$ cat src/sv/mbua_pkg.sv
// shared types, constants and constant tables of the acceptance evaluator
// no dependencies; every other file imports this package
package mbua_pkg;

  localparam int FRAC_BITS = 16;
  localparam int VAL_W     = 32;
  localparam int REG_W     = 31;
  localparam int WID_W     = 32;
  localparam int PROB_W    = 17;
  localparam int CFG_IDX_W = 2;

  // q.32 fixed point constants of the exponential unit
  localparam int                 U_W        = 38;
  localparam int                 K_W        = 5;
  localparam int                 K_MAX      = 25;
  localparam int                 TERMS      = 16;
  localparam logic [U_W-1:0]     LN2_Q32    = 38'h00B17217F8;
  localparam logic [32:0]        ONE_Q32    = 33'h1_0000_0000;
  localparam int                 S1_SHIFT   = 2 * FRAC_BITS;
  localparam int                 T_SHIFT    = 4 * FRAC_BITS - 32;
  localparam logic [38:0]        T_SAT      = 39'h40_0000_0000;
  localparam logic signed [39:0] T_ONE_LIM  = -40'sh01_0000_0000;
  localparam logic signed [39:0] T_ZERO_LIM = 40'sh10_0000_0000;

  // final scaling and division
  localparam int PROB_SHIFT = 14;
  localparam int QBITS      = PROB_W - 1;
  localparam int NUM_W      = 65 - PROB_SHIFT;
  localparam int REM_W      = WID_W + QBITS;

  localparam int QUEUE_DEPTH = 4;

  localparam logic [REG_W-1:0] BETA_RST   = 31'd65536;
  localparam logic [REG_W-1:0] GAMMA_RST  = 31'd0;
  localparam logic [REG_W-1:0] EPS_RST    = 31'd6554;
  localparam logic [REG_W-1:0] BOXLIM_RST = 31'd655360;

  typedef enum logic [CFG_IDX_W-1:0] {
    CFG_BETA   = 2'd0,
    CFG_GAMMA  = 2'd1,
    CFG_EPS    = 2'd2,
    CFG_BOXLIM = 2'd3
  } cfg_idx_e;

  typedef enum logic [1:0] {
    FAULT_NONE   = 2'd0,
    FAULT_RANGE  = 2'd1,
    FAULT_VOLUME = 2'd2,
    FAULT_WIDTH  = 2'd3
  } fault_e;

  typedef enum logic [1:0] {
    RES_CALC = 2'd0,
    RES_ONE  = 2'd1,
    RES_ZERO = 2'd2
  } res_mode_e;

  localparam logic       OP_BOX = 1'b1;
  localparam logic [1:0] AXIS_X = 2'd0;
  localparam logic [1:0] AXIS_Y = 2'd1;
  localparam logic [1:0] AXIS_Z = 2'd2;

  // classified request handed from the front to the back
  typedef struct packed {
    fault_e            fault;
    logic [WID_W-1:0]  wc;
    logic [WID_W-1:0]  wn;
    logic [31:0]       du_mag;
    logic              neg_du;
    logic [31:0]       dv_mag;
    logic              neg_dv;
    logic [REG_W-1:0]  b1;
    logic [REG_W-1:0]  b2;
  } mbua_item_t;

  typedef struct packed {
    res_mode_e mode;
    fault_e    fault;
  } mbua_tag_t;

  // exact floor(x / n) for 32-bit x: (x * m) >> (32 + l)
  function automatic logic [33:0] recip_mul(input int n);
    logic [33:0] m;
    unique case (n)
      3, 6, 12: m = 34'd5726623062;
      5, 10:    m = 34'd6871947674;
      7, 14:    m = 34'd4908534053;
      9:        m = 34'd7635497416;
      11:       m = 34'd6247225158;
      13:       m = 34'd5286113596;
      15:       m = 34'd4581298450;
      default:  m = 34'h1_0000_0000;
    endcase
    return m;
  endfunction

  function automatic int recip_log(input int n);
    int l;
    unique case (n)
      1:                l = 0;
      2:                l = 1;
      3, 4:             l = 2;
      5, 6, 7, 8:       l = 3;
      default:          l = 4;
    endcase
    return l;
  endfunction

endpackage

$ cat src/sv/mbua_front.sv
// front end: takes a move request, checks it and works out the window widths
// depends on mbua_pkg
module mbua_front import mbua_pkg::*; (
  input  logic                    clk_i,
  input  logic                    rst_ni,
  input  logic                    in_valid_i,
  output logic                    in_stall_o,
  input  logic                    opcode_i,
  input  logic [1:0]              axis_i,
  input  logic signed [VAL_W-1:0] energy_curr_i,
  input  logic signed [VAL_W-1:0] energy_next_i,
  input  logic signed [VAL_W-1:0] value_curr_i,
  input  logic signed [VAL_W-1:0] value_next_i,
  input  logic signed [VAL_W-1:0] atom_max_i,
  input  logic [REG_W-1:0]        box_x_i,
  input  logic [REG_W-1:0]        box_y_i,
  input  logic [REG_W-1:0]        box_z_i,
  input  logic [REG_W-1:0]        eps_i,
  input  logic [REG_W-1:0]        box_limit_i,
  output logic                    out_valid_o,
  input  logic                    out_stall_i,
  output mbua_item_t              out_item_o
);

  typedef struct packed {
    fault_e           fault;
    logic [33:0]      yc;
    logic [33:0]      yn;
    logic [33:0]      lo;
    logic [33:0]      hi;
    logic [31:0]      du_mag;
    logic             neg_du;
    logic [31:0]      dv_mag;
    logic             neg_dv;
    logic [REG_W-1:0] b1;
    logic [REG_W-1:0] b2;
  } stage_t;

  stage_t           st_d, st_q;
  logic             v_q;
  logic [REG_W-1:0] box_sel;
  logic             op_box;
  logic signed [32:0] du;
  logic signed [33:0] dv;
  logic [32:0]      win_c, win_n;

  // window width of y on (lo, hi); top bit flags out of range
  function automatic logic [32:0] win_f(input logic signed [33:0] y, input logic signed [33:0] lo,
                                        input logic signed [33:0] hi,
                                        input logic signed [33:0] eps);
    logic signed [33:0] aeps;
    logic signed [33:0] beps;
    logic signed [33:0] w;
    logic               bad;
    aeps = lo + eps;
    beps = hi - eps;
    bad  = 1'b0;
    w    = '0;
    priority if (lo < y && y < aeps) begin
      w = y - lo + eps;
    end else if (aeps <= y && y < beps) begin
      w = eps <<< 1;
    end else if (beps <= y && y < hi) begin
      w = hi - y + eps;
    end else begin
      bad = 1'b1;
    end
    return {bad, w[31:0]};
  endfunction

  always_comb begin
    unique case (axis_i)
      AXIS_X:  box_sel = box_x_i;
      AXIS_Y:  box_sel = box_y_i;
      AXIS_Z:  box_sel = box_z_i;
      default: box_sel = '0;
    endcase
    op_box = (opcode_i == OP_BOX);

    priority if (axis_i > AXIS_Z) begin
      st_d.fault = FAULT_RANGE;
    end else if (op_box && (box_x_i == '0 || box_y_i == '0 || box_z_i == '0 ||
                            value_next_i <= 32'sd0)) begin
      st_d.fault = FAULT_VOLUME;
    end else begin
      st_d.fault = FAULT_NONE;
    end

    st_d.lo = op_box ? {{2{atom_max_i[31]}}, atom_max_i} : '0;
    st_d.hi = op_box ? {3'b0, box_limit_i} : {3'b0, box_sel};
    st_d.yc = op_box ? {3'b0, box_sel} : {{2{value_curr_i[31]}}, value_curr_i};
    st_d.yn = {{2{value_next_i[31]}}, value_next_i};

    du = $signed({energy_next_i[31], energy_next_i}) - $signed({energy_curr_i[31], energy_curr_i});
    st_d.neg_du = du[32];
    st_d.du_mag = du[32] ? 32'(-du) : du[31:0];

    dv = $signed(st_d.yn) - $signed(st_d.yc);
    st_d.neg_dv = op_box ? dv[33] : du[32];
    st_d.dv_mag = op_box ? (dv[33] ? 32'(-dv) : dv[31:0]) : '0;

    st_d.b1 = (axis_i == AXIS_X) ? box_y_i : box_x_i;
    st_d.b2 = (axis_i == AXIS_Z) ? box_y_i : box_z_i;
  end

  assign in_stall_o = v_q && out_stall_i;

  always_ff @(posedge clk_i or negedge rst_ni) begin
    if (!rst_ni) begin
      v_q <= 1'b0;
    end else if (!in_stall_o) begin
      v_q <= in_valid_i;
    end
  end

  always_ff @(posedge clk_i) begin
    if (!in_stall_o && in_valid_i) begin
      st_q <= st_d;
    end
  end

  // range and width checks on the registered request
  always_comb begin
    win_c = win_f($signed(st_q.yc), $signed(st_q.lo), $signed(st_q.hi),
                  $signed({3'b0, eps_i}));
    win_n = win_f($signed(st_q.yn), $signed(st_q.lo), $signed(st_q.hi),
                  $signed({3'b0, eps_i}));
    out_item_o.wc     = win_c[31:0];
    out_item_o.wn     = win_n[31:0];
    out_item_o.du_mag = st_q.du_mag;
    out_item_o.neg_du = st_q.neg_du;
    out_item_o.dv_mag = st_q.dv_mag;
    out_item_o.neg_dv = st_q.neg_dv;
    out_item_o.b1     = st_q.b1;
    out_item_o.b2     = st_q.b2;
    priority if (st_q.fault != FAULT_NONE) begin
      out_item_o.fault = st_q.fault;
    end else if (win_c[32] || win_n[32]) begin
      out_item_o.fault = FAULT_RANGE;
    end else if (win_c[31:0] == '0 || win_n[31:0] == '0) begin
      out_item_o.fault = FAULT_WIDTH;
    end else begin
      out_item_o.fault = FAULT_NONE;
    end
  end

  assign out_valid_o = v_q;

endmodule

$ cat config.mk
export PLATFORM = sky130hd
export DESIGN_NAME = mbua_front
export DESIGN_NICKNAME = d
export VERILOG_FILES = /design/src/sv/mbua_pkg.sv /design/src/sv/mbua_front.sv
export SDC_FILE = /design/constraint.sdc
export NUM_CORES = 2
export LEC_CHECK = 0
export BUFFER_PORTS_ARGS = -buffer_cell sky130_fd_sc_hd__clkbuf_2
export CAP_MARGIN = 20
export CORE_UTILIZATION = 40
export CTS_BUF_LIST = sky130_fd_sc_hd__clkbuf_8
export CTS_CLUSTER_SIZE = 8
export DETAILED_ROUTE_END_ITERATION = 6
export PLACE_DENSITY_LB_ADDON = 0.3
export SKIP_CTS_REPAIR_TIMING = 1
export SLEW_MARGIN = 20
export SYNTH_ARGS = -nofsm -noshare
export SYNTH_HDL_FRONTEND = slang
export SYNTH_SLANG_ARGS = --single-unit
$ cat constraint.sdc
create_clock -name clk_i -period 12.05 [get_ports clk_i]
set_input_delay 1.205 -clock clk_i [delete_from_list [all_inputs] [get_ports clk_i]]
set_output_delay 1.205 -clock clk_i [all_outputs]
set_load 0.05 [all_outputs]
# Word level (Yosys, flattened, before mapping)
# Index checks and enable logic that the tools add are counted.
# totals
register_bits	260
romBits	0
memories	0
wordCells	88
ram_bits	0
latchBits	0
# classes
n_addsub	14
magnitude_cmp	14
mul	0
n_bitwise	0
shift	0
eq_ne	2
div_mod_pow	0
n_mux	24
reduce_logical	22
# ops
operator	count
2-to-1 mux 32 bit	8
adder 32 bit	4
subtractor 32 bit	4
logical NOT 31 bit	3
2-to-1 mux 31 bit	3
one-hot mux 31 bit (3 select lines)	1
< comparator 32 x 34 -> 1 bit	2
logical NOT 32 bit	2
< comparator 32 bit	2
negator 32 bit	2
less-or-equal comparator 33 x 34 -> 1 bit	1
less-or-equal comparator 34 x 32 -> 1 bit	1
less-or-equal comparator 34 bit	1
< comparator 34 x 32 -> 1 bit	1
< comparator 34 x 33 -> 1 bit	1
< comparator 34 bit	1
2-to-1 mux 34 bit	1
subtractor 32 x 34 -> 34 bit	1
adder 32 x 32 -> 33 bit	1
less-or-equal comparator 33 x 32 -> 1 bit	1
< comparator 32 x 33 -> 1 bit	1
subtractor 32 x 32 -> 33 bit	1
less-or-equal comparator 32 x 1 -> 1 bit, second input constant	1
subtractor 31 x 31 -> 32 bit	1
other kinds (10)	31

# Depth between registers and ports, before layout
# depth
depth_word	11
mapped_depth	33
depth_no_buf	31

# Least setup slack after synthesis
# No wires, ideal clock.
# synth_timing
path_kind	input -> register
start	in out_stall_i
end	reg st_q, in the netlist out_item_o[0] (enable)
required_ns	11.146
path_stages	2
n_path_buf	0
t_arrival_ns	12.783
slack_ns	-1.636
path_cell_list	and2_1 -> nor2b_1
# synth_via
elab_chain_len	3
# synth_rtl
element	line	source
start: declaration	mbua_front.sv:21	input logic out_stall_i,
logical AND 1 bit	mbua_front.sv:106	assign in_stall_o = v_q && out_stall_i;
logical NOT 1 bit	mbua_front.sv:117	if (!in_stall_o && in_valid_i) begin
logical AND 1 bit	mbua_front.sv:117	
end signal: assignment	mbua_front.sv:118	st_q <= st_d;
end: declaration	mbua_front.sv:39	stage_t st_d, st_q;
# No other way between the ends.
# A chain may end at the register's enable or synchronous reset.

==> out/qor.csv <==
metric,value,unit
"delay-heaviest family, CP",compound AO/OA/AOI/OAI gates,
final net count,5649,
pwr/cell area,144,mW/mm²
Initial Util,40.3,%
Post-synth EDFFs,257,
Placed Area,0.0401,mm²
Placer Congestion,1.01,
layout cells sized above 1,16.9,%
worst-case vdd ir drop,0.0000883,V
Fillers,9061,
crit path launch type,primary input,
routed wire length,144000,µm
Post-synth top flop,edfxtp_1,
"Cell Area, Synth",0.0369,mm²
number of global-route vias before repair,33100,
"Warnings, synthesis",0,
cell count after synthesis,4249,
Slowest cell on crit path,or4b_1,
H-tree depth,2,
Final min period,11.42,ns
mean post-synth cell area,8.69,µm²
Synth top area share,20.9,%
final cell count without fillers,5891,
"area leader, netlist",edfxtp_1,
vias,34093,
Post-DP HPWL,122000,µm
Core Region,0.0915,mm²
Post-Route Skew,0.0499,ns
CP peak stage delay,0.60,ns
Max Cap Viol,0,
"antenna viol nets, final",0,
achievable clock frequency,87.6,MHz
Register Area,0.00774,mm²
most frequent cell after synthesis,inv_1,
Hold Fails Final Rpt,0,
status,"complete, but fails checks",
Finished Cell Area,0.0412,mm²
commonest cells in the netlist,"570 x inv_1, 542 x ha_1, 298 x a21oi_1",
DR iter-0 viols,3180,
"Seq/Total Area, Yosys",21.0,%
Final Setup Violations,0,
Worst EP required,10.85,ns
Tot Pwr,5940,µW
total negative setup slack,0,ns
Reg-to-Reg Start,out_valid_o,
unrepaired setup endpoints after global routing,no,
Tot GR Track Use,29.9,%
CTS tree,done,
crit path DAT,10.21,ns
Die ar.,0.0935,mm²
syn_nets,5241,
die height,306,µm
io pins,518,
port bufs,517,
Max Slew Vio Count,0,
Initial DRT Pass Iterations,7,
Setup crit end kind,output port,
Lkg Pwr,0.0195,µW
R2R Path End,st_q[192],
total global routing overflow,0,
first-pass GRT wire length,209000,µm
crit path buf inv count,3,
multi-input logic area,0.0258,mm²
maximum clock path buffer count,3,
R2R cell count,4,
worst skew pair latency,0.73,ns
flop-to-flop setup slack,9.42,ns
synthesized flop and latch total,258,
failing checks,DRC,
"most used cell, CP",nor3_1,
post-synthesis cell type count,111,
Synth-to-Final Area Change,11.5,%
clock buffer count from CTS,51,
via/cell ratio,5.79,
Die W,306,µm
pin count of the biggest net entering global routing,73,
number of cell rows,111,
initial antenna violation count,12,
placed cells,5790,
Clock Root Buffer,clkbuf_8,
Tightest Pin Transition,1.21,ns
routed len/inst,24.5,µm
max_slew headroom,18.9,%
critical path type,in -> out,
final worst path period share,94.8,%
largest cells by area after synthesis,"edfxtp_1 21%, ha_1 18%, fa_1 6.9%",
clock slew at reported path FFs,0.06,ns
drc violations,1,
Post-synth ARST share,0.388,%
Crit Path Max Fanout,10,
min-delay worst type,in -> async,
Clock Sinks,258,
==> per-layer routing <==
layer	track usage [%]	wire length [µm]	part of all wire, %
met5	0	70	0.049
met1	38.7	61200	42
met3	5.27	11100	7.7
met2	48.5	64700	45
met4	13.9	7090	4.9
==> logic make-up after synthesis <==
kind of cell	count (synthesis)	share of synthesized area (%)
XOR/XNOR	246	5.84
adder cells (fa/ha/maj)	670	25.3
AND/OR/NAND/NOR	1081	14.8
AO/OA/AOI/OAI	1051	19.0
flip-flops	258	21.0
buffers and inverters	779	9.32
multiplexers	164	4.76
==> worst max path at each step <==
stage             start              end  slack [ns]  cells past startpoint
4_1_cts        eps_i[1]  out_item_o[192]        0.85                     31
3_5_place_dp   eps_i[1]  out_item_o[192]        0.88                     31
2_1_floorplan  eps_i[1]  out_item_o[193]        1.02                     28
5_1_grt        eps_i[1]  out_item_o[192]        0.28                     31
6_report       eps_i[1]  out_item_o[192]        0.63                     31
3_3_place_gp   eps_i[1]  out_item_o[192]        1.01                     31
==> metrics by stage <==
stage / setup slack (ns) / util (%) / hold slack, ns
global placement: 1.01 / 43.8 / 0.685
floorplan: 1.02 / - / 0.909
detailed placement: 0.876 / 43.8 / 0.690
global route: 0.279 / 45.0 / 0.257
finish: 0.630 / 45.0 / 0.282
CTS: 0.849 / 44.9 / 0.214
==> state kept, by name (all words and copies together) (netlist names) <==
signal,count
st_q,129
out_valid_o,1
out_item_o,128
==> power by group <==
group	switching, µW	internal, µW	total, µW
Clock	457	513	970
Combinational	2600	1200	3810
Sequential	62.5	1100	1160
Total	3120	2810	5940
==> cell type report <==
class	instances	area share (%)
timing repair buffer	563	7.13
multi-input combinational	3212	62.6
inverter	571	5.21
clock buffer	52	1.74
clock inverter	41	0.809
sequential	258	18.8
antenna	8	0.0486
tap	1186	3.61
==> layout by cell type (no fill, tap or decap), types with 16 or more instances in the layout <==
cell type  instances
a21o_1           103
xnor2_1          141
clkbuf_2         516
nand2_1          222
o21bai_1          32
and3_1            32
a211oi_1          34
mux2_2            92
a31oi_1           36
or3_1             38
nand2b_1          25
buf_4             47
nand4_1           52
nand3_1           86
nor2b_1           37
nor3b_1           17
clkbuf_8          52
o41ai_1           18
o21ai_0          182
o21ai_1           16
inv_1            582
ha_1             542
nor4_1            56
o31ai_1           27
a21oi_1          298
o211ai_1          31
edfxtp_1         257
o21a_1            44
mux2i_1           71
nor2_1           282
a2111oi_0         17
xor2_1           105
fa_1             128
nor3_1            97
and2_1            47
a221oi_1          36
==> worst register-to-register path, cell delays in order (launching register included) <==
cell and delay, ns:
dfrtp_1 0.38, and2_1 0.20, nor2b_4 0.12, buf_4 0.76, buf_4 0.77
Note: power is estimated with default switching activity, not from simulation.
