--- config.mk ---
export PLATFORM = sky130hd
export DESIGN_NAME = mbua_queue
export DESIGN_NICKNAME = d
export VERILOG_FILES = /design/src/sv/mbua_pkg.sv /design/src/sv/mbua_queue.sv
export SDC_FILE = /design/constraint.sdc
export NUM_CORES = 1
export LEC_CHECK = 0
export BUFFER_PORTS_ARGS = -buffer_cell sky130_fd_sc_hd__buf_2
export CORE_ASPECT_RATIO = 0.7
export CORE_MARGIN = 8
export CORE_UTILIZATION = 57
export DETAILED_ROUTE_END_ITERATION = 16
export PLACE_DENSITY = 0.82
export SYNTH_ARGS = -nofsm -noshare
export SYNTH_HDL_FRONTEND = slang
export SYNTH_SLANG_ARGS = --single-unit
--- constraint.sdc ---
create_clock -name clk_i -period 7.65 [get_ports clk_i]
set_clock_uncertainty 0.05 [all_clocks]
set_input_delay 0.3825 -clock clk_i [delete_from_list [all_inputs] [get_ports clk_i]]
set_output_delay 0.3825 -clock clk_i [all_outputs]
set_load 0.05 [all_outputs]
--- src/sv/mbua_pkg.sv ---
// shared types, constants and constant tables of the acceptance evaluator
// no dependencies; every other file imports this package
package mbua_pkg;

  localparam int FRAC_BITS = 16;
  localparam int VAL_W     = 32;
  localparam int REG_W     = 31;
  localparam int WID_W     = 32;
  localparam int PROB_W    = 17;
  localparam int CFG_IDX_W = 2;

  // q.32 fixed point constants of the exponential unit
  localparam int                 U_W        = 38;
  localparam int                 K_W        = 5;
  localparam int                 K_MAX      = 25;
  localparam int                 TERMS      = 16;
  localparam logic [U_W-1:0]     LN2_Q32    = 38'h00B17217F8;
  localparam logic [32:0]        ONE_Q32    = 33'h1_0000_0000;
  localparam int                 S1_SHIFT   = 2 * FRAC_BITS;
  localparam int                 T_SHIFT    = 4 * FRAC_BITS - 32;
  localparam logic [38:0]        T_SAT      = 39'h40_0000_0000;
  localparam logic signed [39:0] T_ONE_LIM  = -40'sh01_0000_0000;
  localparam logic signed [39:0] T_ZERO_LIM = 40'sh10_0000_0000;

  // final scaling and division
  localparam int PROB_SHIFT = 14;
  localparam int QBITS      = PROB_W - 1;
  localparam int NUM_W      = 65 - PROB_SHIFT;
  localparam int REM_W      = WID_W + QBITS;

  localparam int QUEUE_DEPTH = 4;

  localparam logic [REG_W-1:0] BETA_RST   = 31'd65536;
  localparam logic [REG_W-1:0] GAMMA_RST  = 31'd0;
  localparam logic [REG_W-1:0] EPS_RST    = 31'd6554;
  localparam logic [REG_W-1:0] BOXLIM_RST = 31'd655360;

  typedef enum logic [CFG_IDX_W-1:0] {
    CFG_BETA   = 2'd0,
    CFG_GAMMA  = 2'd1,
    CFG_EPS    = 2'd2,
    CFG_BOXLIM = 2'd3
  } cfg_idx_e;

  typedef enum logic [1:0] {
    FAULT_NONE   = 2'd0,
    FAULT_RANGE  = 2'd1,
    FAULT_VOLUME = 2'd2,
    FAULT_WIDTH  = 2'd3
  } fault_e;

  typedef enum logic [1:0] {
    RES_CALC = 2'd0,
    RES_ONE  = 2'd1,
    RES_ZERO = 2'd2
  } res_mode_e;

  localparam logic       OP_BOX = 1'b1;
  localparam logic [1:0] AXIS_X = 2'd0;
  localparam logic [1:0] AXIS_Y = 2'd1;
  localparam logic [1:0] AXIS_Z = 2'd2;

  // classified request handed from the front to the back
  typedef struct packed {
    fault_e            fault;
    logic [WID_W-1:0]  wc;
    logic [WID_W-1:0]  wn;
    logic [31:0]       du_mag;
    logic              neg_du;
    logic [31:0]       dv_mag;
    logic              neg_dv;
    logic [REG_W-1:0]  b1;
    logic [REG_W-1:0]  b2;
  } mbua_item_t;

  typedef struct packed {
    res_mode_e mode;
    fault_e    fault;
  } mbua_tag_t;

  // exact floor(x / n) for 32-bit x: (x * m) >> (32 + l)
  function automatic logic [33:0] recip_mul(input int n);
    logic [33:0] m;
    unique case (n)
      3, 6, 12: m = 34'd5726623062;
      5, 10:    m = 34'd6871947674;
      7, 14:    m = 34'd4908534053;
      9:        m = 34'd7635497416;
      11:       m = 34'd6247225158;
      13:       m = 34'd5286113596;
      15:       m = 34'd4581298450;
      default:  m = 34'h1_0000_0000;
    endcase
    return m;
  endfunction

  function automatic int recip_log(input int n);
    int l;
    unique case (n)
      1:                l = 0;
      2:                l = 1;
      3, 4:             l = 2;
      5, 6, 7, 8:       l = 3;
      default:          l = 4;
    endcase
    return l;
  endfunction

endpackage

--- src/sv/mbua_queue.sv ---
// short request queue between front and back
// depends on mbua_pkg
module mbua_queue import mbua_pkg::*; (
  input  logic       clk_i,
  input  logic       rst_ni,
  input  logic       in_valid_i,
  output logic       in_stall_o,
  input  mbua_item_t in_item_i,
  output logic       out_valid_o,
  input  logic       out_stall_i,
  output mbua_item_t out_item_o
);

  localparam int PTR_W = $clog2(QUEUE_DEPTH);

  mbua_item_t           mem_q [QUEUE_DEPTH];
  logic [PTR_W-1:0]     wr_q, wr_d, rd_q, rd_d;
  logic [PTR_W:0]       cnt_q, cnt_d;
  logic                 push, pop;

  assign in_stall_o  = (cnt_q == (PTR_W+1)'(QUEUE_DEPTH));
  assign out_valid_o = (cnt_q != '0);
  assign push        = in_valid_i && !in_stall_o;
  assign pop         = out_valid_o && !out_stall_i;
  assign out_item_o  = mem_q[rd_q];

  always_comb begin
    wr_d  = push ? wr_q + 1'b1 : wr_q;
    rd_d  = pop ? rd_q + 1'b1 : rd_q;
    cnt_d = cnt_q + (PTR_W+1)'(push) - (PTR_W+1)'(pop);
  end

  always_ff @(posedge clk_i or negedge rst_ni) begin
    if (!rst_ni) begin
      wr_q  <= '0;
      rd_q  <= '0;
      cnt_q <= '0;
    end else begin
      wr_q  <= wr_d;
      rd_q  <= rd_d;
      cnt_q <= cnt_d;
    end
  end

  always_ff @(posedge clk_i) begin
    if (push) begin
      mem_q[wr_q] <= in_item_i;
    end
  end

endmodule

# Word-level counts from Yosys, hierarchy flattened
# Memories as Yosys holds them, arrays and structs flattened.
# Index checks and enable logic that the tools add are counted.
# totals
input_bits	198
reg_bits	7
mem_bits_rw	776
n_memories	1
word_cells	16
# classes
reduce_logical	5
muxes	2
n_addsub	4
n_eq_ne	1
# memory_table
memory	words	width	rd	rd_ports_with_merged_regs	write_ports	line	text
mem_q	4	194	1	0	1	mbua_queue.sv:16	mbua_item_t mem_q [QUEUE_DEPTH];
# op_table
operator	count
adder 2 x 1 -> 2 bit (second input constant)	2
adder 3 x 1 -> 3 bit	1
equality test 3 bit (second input constant)	1
nonzero test 3 bit	1
subtractor 3 x 1 -> 3 bit	1
logical AND 1 bit	2
zero test 1 bit	2
2-to-1 mux 1 bit	2

# Depth between registers and ports, before layout
# Gate-level depths: netlist of the first run.
# logic_depth
word_depth	5
mapped_depth	10

# Worst setup path after synthesis of the first run
# No wires, ideal clock.
# synth_path
path_kind	register to register
start	register cnt_q[2]
end	memory mem_q[0][0] in the netlist's numbering (enable)
synth_period_minus_slack_ns	6.162
t_arrival_ns	5.534
stages_incl_launch_ff	4
path_slack_ns	1.488
setup_ns	0.578
required_time_ns	7.022
cell_sequence	dfrtp_1 > nor3b_1 > nor2b_1 > and2_1
# synth_via
elab_chain_len	5
# synth_rtl
element	line	text
from (decl)	mbua_queue.sv:18	logic [PTR_W:0] cnt_q, cnt_d;
from (signal assigned)	mbua_queue.sv:41	cnt_q <= cnt_d;
equality test 3 bit	mbua_queue.sv:21	assign in_stall_o = (cnt_q == (PTR_W+1)'(QUEUE_DEPTH));
named net in_stall_o	mbua_queue.sv:7	output logic in_stall_o,
zero test 1 bit	mbua_queue.sv:23	assign push = in_valid_i && !in_stall_o;
logical AND 1 bit	mbua_queue.sv:23	
2-to-1 mux 1 bit	mbua_queue.sv:46	if (push) begin
2-to-1 mux 1 bit (not written as such)	mbua_queue.sv:47	mem_q[wr_q] <= in_item_i;
to (decl)	mbua_queue.sv:16	
# The timed path passes the listed nets, and every way through them passes these cells.

==> run metrics, run 1 <==
Internal Power=9.17 mW; CTS root buf=clkbuf_16; critical-path cell list=buf_4, mux4_1, buf_2; post-CTS setup buffer count=0; Setup crit end kind=output pin; crit path time final=just under 4000 ps; synth warn=0; final instance area=0.0352 mm²; DRC violations left=0; vias per cell=a little under 6; initial drt markers=approximately 1100; chip height=203 µm; unrepaired setup endpoints after global routing=false; GRT overflow=0; per-cell routed wire length=between 20 and 30 µm; top post-synthesis cells by count=776 x edfxtp_1, 174 x mux4_2, 22 x buf_2, 20 x mux4_1, 15 x buf_6; Reg power frac=0.394; Cell Rows=just under 70; Gate Count Post-Synth=1051; Worst Path Buf+Inv=2; pre-CTS WS=4150 ps; Detailed Routing Iterations Pass 1=5; Area contributors post-synth=edfxtp_1 82%, mux4_2 14%, mux4_1 1.8%; sum of negative setup slack=0 ps; Synth top area share=0.818; DP HPWL=35.2 mm; final core occ=0.714; residual antenna-violating net count after detailed routing=0; CTS sink count=approximately 800; H-tree depth=3; max frequency=~250 MHz; clk slew on worst S/H paths=60 ps; power share of the clock group=0.218; Post-Route WL=between 60 and 70 mm; first-pass GRT wire length=around 95 mm; Combinational Power Share=0.389; P_leak=12.1 nW; outcome=complete, no violations; Buffers on Ports=393; largest net degree at the start of global routing=106; slowest cell on the critical path=dfrtp_4; EDFF count, synth=around 780; worst setup path class=reg2out; global router's overall resource usage=0.222; CTS resizes=0; Peak supply drop=0.407 mV; slowest stage delay, CP=~1000 ps; Power Density=~430 mW/mm²; worst-path fanout max=47; Top FF cell, synth=edfxtp_1; data required time of the worst path=7220 ps; GP Congestion=around 0.76; Max Cap Viol=0; final net count=approximately 1900; Syn Area/Cell=around 27 µm²; FFs w/ async S/R, synth=0.00894; Slew headroom=0.264; type of origin of the critical path=register; vias in the first global route=15000; CTS tree=yes; largest area contributor in the netlist=edfxtp_1; Die X=283 µm; switching share of power=0.400; syn_nets=1256; Placed Instance Area=approximately 0.031 mm²; clock buffer depth=3; most frequent cell after synthesis=edfxtp_1; Crit path max-delay family=buffers and inverters; Final Slew Violations=0; core area=about 0.05 mm²; Worst Max-Slew Pin Slew=approximately 1100 ps; post-synthesis sequential area ratio=0.824; Vias=13900; min-delay worst type=in2reg; Mapped Area=0.0285 mm²; Layout area overhead=23.7%; hold slack=roughly 70 ps; clk_lat worst skew=600 ps; fillers=between 2000 and 3000; die area=roughly 0.057 mm²; critical path arrival=~3500 ps; initial antenna violation count=9; Starting Density=0.577; cts bufs inserted=slightly above 70; final setup margin=roughly 3700 ps; I/O pin count=394; final setup fails=0; Hold Vio Cnt, Final=0; Distinct cells, synth=20; layout cells sized above 1=0.389; #FFs+latches synth=between 700 and 800; Period Utilization, post-route=0.514; Net Switching=6.12 mW
-- kinds of logic (layout without fill, tap and decap cells) --
group	Yosys count	count (layout)	synth area share
flops	783	783	0.824
mux	194	194	0.156
buf+inv	51	733	0.0124
simple gates	10	10	0.00206
fa+ha+maj	7	7	0.00334
xor+xnor	5	5	0.00154
compound gates	1	1	0.000220
other cells	0	8	0
-- final timing paths --
| kind | end | depth (start not counted) | from | slack (ps) |
|---|---|---|---|---|
| max in group asynchronous | rd_q[0] | 2 | rst_ni | 7270 |
| min in group asynchronous | wr_q[0] | 2 | rst_ni | 100 |
| setup / recovery | out_item_o[84] | 3 | rd_q[0] | 3710 |
| hold / removal | rd_q[0] | 3 | out_stall_i | 70 |
| hold reg to reg | cnt_q[2] | 1 | cnt_q[1] | 520 |
| setup reg to reg | mem_q[2][113] | 5 | cnt_q[2] | 4020 |
-- power groups by stage --
stage | combinational [mW] | sequential, mW | clock, mW
finish | 5.94 | 6.02 | 3.33
CTS | 5.98 | 6.01 | 3.36
floorplan | 4.66 | 6.02 | 0
detailed placement | 5.86 | 6.08 | 0
global placement | 5.82 | 6.01 | 0
global route | 6.16 | 6.09 | 3.54
-- layout make-up --
type	count	area (µm²)	share of cell area
diodes	8	20.0	0.000568
inverters	7	26.3	0.000746
multi-input cells	217	4660	0.132
flip-flops and latches	783	23500	0.667
repair buffers	602	4060	0.115
clock inverters	32	235	0.00668
well taps	665	832	0.0236
clock buffers	92	1900	0.0539
-- cell usage in the layout, fill, tap and decap left out, types with 2 or more instances in the layout --
cell type and n:
mux4_2 174, inv_6 2, diode_2 8, buf_2 393, dfrtp_1 5, ha_1 6
inv_1 7, buf_12 3, clkinv_1 16, and2_4 4, xnor2_1 3, edfxtp_1 776
dfrtp_4 2, mux4_1 20, xor2_1 2, clkbuf_16 73, clkbuf_1 19, clkinvlp_4 3
nor3b_1 2, dlygate4sd3_1 196, clkinv_2 6, buf_4 10
-- worst register-to-register path, delay by kind of cell, from the launching register on --
kind / cells / cell delay [ps]
buf+inv: 2 / 1530
flops: 1 / 400
simple gates: 3 / 1180
-- timing repair --
| item | CTS | global route |
|---|---|---|
| hold buffers | 196 | 0 |
| endpoints found under the setup margin | 0 | 0 |
| hold endpoints to repair | 784 | 0 |
-- stage by stage --
step	cells	power [mW]
floorplan	1051	10.7
global placement	2078	11.8
detailed placement	2078	11.9
CTS	2398	15.3
global route	2403	15.8
finish	2406	15.3
-- state kept, by name, summed over array words and instances (netlist names) --
name and flops:
cnt_q 3, wr_q 2, rd_q 2, mem_q 776
-- metal layers --
metal,track usage,vias up,share of wire
li1,-,5861,-
met1,0.270,7228,0.36
met2,0.386,642,0.53
met3,0.0580,134,0.074
met4,0.0783,6,0.032
met5,0,-,0.00053
(Power assumes the default switching activity.)
==> run 2: changes to the inputs <==
Settings changed: CORE_UTILIZATION 57 to 51, PLACE_DENSITY 0.82 to 0.78.
Clock period 7.65 ns to 3.3 ns, I/O delays scaled along.
==> run 2 against run 1 <==
  * Routed wire length is 2.4% lower
  * Clock-buffer cell count down 2
  * Critical path type unchanged
  * Cell count is 4.9% higher
  * Cell area rose by 2.2%
  * Critical endpoint is now out_item_o[97]
  * Die area increased by 11%
==> run metrics, run 2 (synthesis results as in run 1) <==
global router's overall resource usage=0.193; Buffers on Ports=393; met1 Use GR=0.243; met2 usage=0.334; vias per cell=5.48; layout cells sized above 1=0.410; Peak supply drop=between 0.7 and 0.8 mV; max reg flops=between 700 and 800; leading cell type in the layout, fill and taps excluded=edfxtp_1; core area=~0.055 mm²; worst hold start=in_item_i[62]; Die X=between 200 and 300 µm; dpl cells=around 2200; Slew headroom=0.627; Placed Instance Area=0.0318 mm²; chip height=around 210 µm; P_leak=approximately 12 nW; vias in the first global route=about 15000; outcome=complete, no violations; worst setup path class=reg2out; Power Density=approximately 1000 mW/mm²; final core occ=0.652; Max Cap Viol=0; end of the worst hold path=mem_q[2][62]; residual antenna-violating net count after detailed routing=0; final net count=around 1900; largest net degree at the start of global routing=slightly below 70; DRC violations left=0; pre-CTS WS=approximately 830 ps; H-tree depth=3; DP HPWL=~38 mm; post-CTS setup buffer count=0; most flop-heavy register=mem_q; worst r2r path cells=10; unrepaired setup endpoints after global routing=false; cts bufs inserted=71; I/O pin count=394; Final Slew Violations=0; final setup fails=0; initial drt markers=1166; Layout area overhead=26.4%; WHS Path Cells=2; critical path arrival=2540 ps; Hold Vio Cnt, Final=0; Cell Rows=just over 70; Post-Route WL=63.2 mm; crit path time final=2750 ps; die area=between 0.06 and 0.07 mm²; reg-to-reg startpoint=cnt_q[2]; Largest regs=mem_q: 776 flops, cnt_q: 3 flops; clk slew on worst S/H paths=60 ps; clock buffer depth=3; Starting Density=0.516; Detailed Routing Iterations Pass 1=5; clk_lat worst skew=between 500 and 600 ps; GRT overflow=0; final setup margin=~550 ps; Setup crit end kind=output pin; worst-path fanout max=28; Vias=about 14000; Period Utilization, post-route=0.834; type of origin of the critical path=register; CTS root buf=clkbuf_16; max frequency=363 MHz; Non-Filler Instances=about 2500; CTS sink count=783; per-cell routed wire length=approximately 25 µm; min-delay worst type=in2reg; GP Congestion=slightly below 0.8; FF-to-FF setup slack=about 820 ps; most frequent cells in the layout=776 x edfxtp_1, 393 x buf_2, 198 x dlygate4sd3_1; M3 GR Usage=0.0526; initial antenna violation count=7; CTS tree=yes; Worst Max-Slew Pin Slew=between 500 and 600 ps; r2r endpoint=cnt_q[2]; data required time of the worst path=3080 ps; sum of negative setup slack=0 ps; final instance area=between 0.03 and 0.04 mm²; GR peak layer=met2; first-pass GRT wire length=93.6 mm
## run 2: power by group
group	total (mW)	leakage [nW]	internal (mW)	switching [mW]
clock network	8.00	1.10	4.55	3.45
registers	13.6	7.19	13.1	0.564
logic	14.5	4.19	4.35	10.1
## run 2: final cells by class
| cell class | instances | area, µm² |
|---|---|---|
| fill | 3457 | 19200 |
| clock inverter | 37 | 395 |
| clock buffer | 90 | 1850 |
| inverter | 7 | 26.3 |
| tap | 740 | 926 |
| multi-input combinational | 217 | 4660 |
| sequential | 783 | 23500 |
| timing repair buffer | 647 | 4660 |
| antenna | 3 | 7.51 |
## run 2: what timing repair did
| item | in CTS | in global routing |
|---|---|---|
| hold buffers | 198 | 0 |
| gates resized for setup | 0 | 0 |
| endpoints found under the setup margin | 0 | 0 |
| hold endpoints to repair | 787 | 0 |
## run 2: per-layer routing
metal	vias up	wire length (µm)
met2	575	32700
met5	-	37
met3	112	4790
li1	5934	-
met4	6	1620
met1	7197	24000
## run 2: worst max-delay path by stage
stage | startpoint | end
floorplan | cnt_q[2] | mem_q[0][0]
global placement | cnt_q[2] | cnt_q[2]
detailed placement | cnt_q[2] | cnt_q[2]
CTS | rd_q[0] | out_item_o[156]
global route | rd_q[0] | out_item_o[97]
finish | rd_q[0] | out_item_o[97]
## run 2: worst max-delay path, stage by stage, from the launching register on
cell     delay [ps]
dfrtp_4         510
buf_12          240
buf_12          260
mux4_1          640
buf_2           250
## run 2: through the flow
stage                     total power [mW]  hold slack, ps
after floorplan                       24.5            -181
after global placement                27.9           -46.0
after detailed placement              28.1           -43.1
after CTS                             36.3             223
after global routing                  37.4             249
final                                 36.1             275
==> run 3: changes to the inputs <==
Clock period 3.3 ns to 2.3 ns, I/O delays scaled along.
==> run 3 against run 2 <==
  * The run now ends with negative setup slack left
  * Sequential cell count is the same
  * Clock power up 41%
  * Largest power group unchanged
  * Largest cell class unchanged
  * Clock-buffer cell count shrank 5
  * First-iteration DRC count is 15% higher
==> run metrics, run 3 (synthesis results as in run 1) <==
outcome=complete, but fails checks; violated checks=negative setup slack; largest net degree at the start of global routing=between 60 and 70; final setup fails=170; worst r2r path cells=10; P_leak=~13 nW; max frequency=between 400 and 500 MHz; initial antenna violation count=3; per-cell routed wire length=27.4 µm; Final Slew Violations=0; min-delay worst type=in2reg; clk slew on worst S/H paths=approximately 60 ps; data required time of the worst path=approximately 2100 ps; CTS tree=yes; Detailed Routing Iterations Pass 1=6; vias per cell=~5.6; Vias=approximately 14000; cts bufs inserted=71; Worst Max-Slew Pin Slew=481 ps; r2r endpoint=cnt_q[2]; WHS Path Cells=2; leading cell type in the layout, fill and taps excluded=edfxtp_1; GRT overflow=0; Post-Route WL=between 70 and 80 mm; die area=0.0638 mm²; core area=~0.055 mm²; global router's overall resource usage=0.207; final setup margin=-197 ps; end of the worst hold path=mem_q[0][120]; final net count=~2000; final core occ=0.691; Cell Rows=72; Power Density=1510 mW/mm²; initial drt markers=about 1300; Max Cap Viol=0; clock buffer depth=3; Slew headroom=0.679; DP HPWL=38.0 mm; type of origin of the critical path=register; clk_lat worst skew=~600 ps; Pwr Total=slightly below 60 mW; Placed Instance Area=~0.032 mm²; Die X=298 µm; max reg flops=between 700 and 800; most frequent cells in the layout=776 x edfxtp_1, 199 x buf_2, 198 x dlygate4sd3_1; most flop-heavy register=mem_q; Setup crit end kind=output pin; unrepaired setup endpoints after global routing=true; worst hold start=in_item_i[120]; DRC violations left=0; crit path time final=~2500 ps; Hold Vio Cnt, Final=0; I/O pin count=just under 400; FF-to-FF setup slack=about 30 ps; layout cells sized above 1=0.445; CTS root buf=clkbuf_16; residual antenna-violating net count after detailed routing=0; Period Utilization, post-route=1.09; sum of negative setup slack=-18060 ps; critical path arrival=between 2000 and 2500 ps; worst-path fanout max=7; dpl cells=between 2000 and 2500; Starting Density=0.516; Layout area overhead=34.0%; Non-Filler Instances=2585; reg-to-reg startpoint=cnt_q[1]; GP Congestion=about 0.74; CTS sink count=783; vias in the first global route=approximately 16000; H-tree depth=3; final instance area=approximately 0.038 mm²; chip height=~210 µm; worst setup path class=reg2out; Peak supply drop=around 1.3 mV; first-pass GRT wire length=between 90 and 100 mm; Buffers on Ports=slightly below 400; Largest regs=mem_q: 776 flops, cnt_q: 3 flops
==> run 3: changes by cell type in the layout (fill, tap and decap cells not counted), sizes merged <==
| cell | delta |
|---|---|
| buf | +55 |
| bufinv | -5 |
| clkinv | +4 |
| clkinvlp | +3 |
| diode | +2 |
| bufbuf | +1 |
| inv | +1 |
==> run 3: worst max-delay path by stage <==
stage               startpoint         endpoint  slack [ps]  depth (start not counted)
floorplan             cnt_q[2]      mem_q[0][0]        -390                          3
CTS                    rd_q[0]   out_item_o[13]        -250                          5
global placement      cnt_q[2]         cnt_q[2]         170                         10
finish                 rd_q[0]  out_item_o[141]        -200                          5
global route           rd_q[0]  out_item_o[141]        -260                          5
detailed placement    cnt_q[1]         cnt_q[2]         140                         10
==> run 3: timing repair <==
item	CTS	global route
hold buffers	198	0
setup endpoints to repair	185	196
gates cloned	8	5
pin swaps	0	6
buffers inserted	12	7
endpoints found under the hold margin	787	0
gates resized for setup	361	115
==> run 3: layout make-up <==
class | instances | area, µm²
sequential | 783 | 23500
fill | 3127 | 17100
clock buffer | 85 | 1890
tap | 740 | 926
antenna | 5 | 12.5
inverter | 7 | 26.3
multi-input combinational | 217 | 4640
clock inverter | 40 | 307
timing repair buffer | 708 | 6870
==> run 3: metal layers <==
metal	part of all wire	global-route usage
met1	0.37	0.257
met2	0.54	0.363
met3	0.077	0.0533
met4	0.020	0.0549
met5	0	0
==> run 3: power breakdown <==
group / total [mW] / switching (mW) / internal (mW)
registers: 19.6 / 0.777 / 18.8
clock network: 11.3 / 5.18 / 6.17
logic: 26.8 / 16.1 / 10.7
==> run 3: per-stage QoR <==
stage          setup slack [ps]  hold WS (ps)
2_1_floorplan              -387          -231
3_3_place_gp                170         -90.4
3_5_place_dp                141         -86.6
4_1_cts                    -249           167
5_1_grt                    -261           189
6_report                   -197           215
==> run 3: worst max-delay path: stages, from the launching register on <==
cell and delay [ps]:
dfrtp_4 480, buf_12 150, buf_16 170, buf_16 160, mux4_2 560, buf_6 180
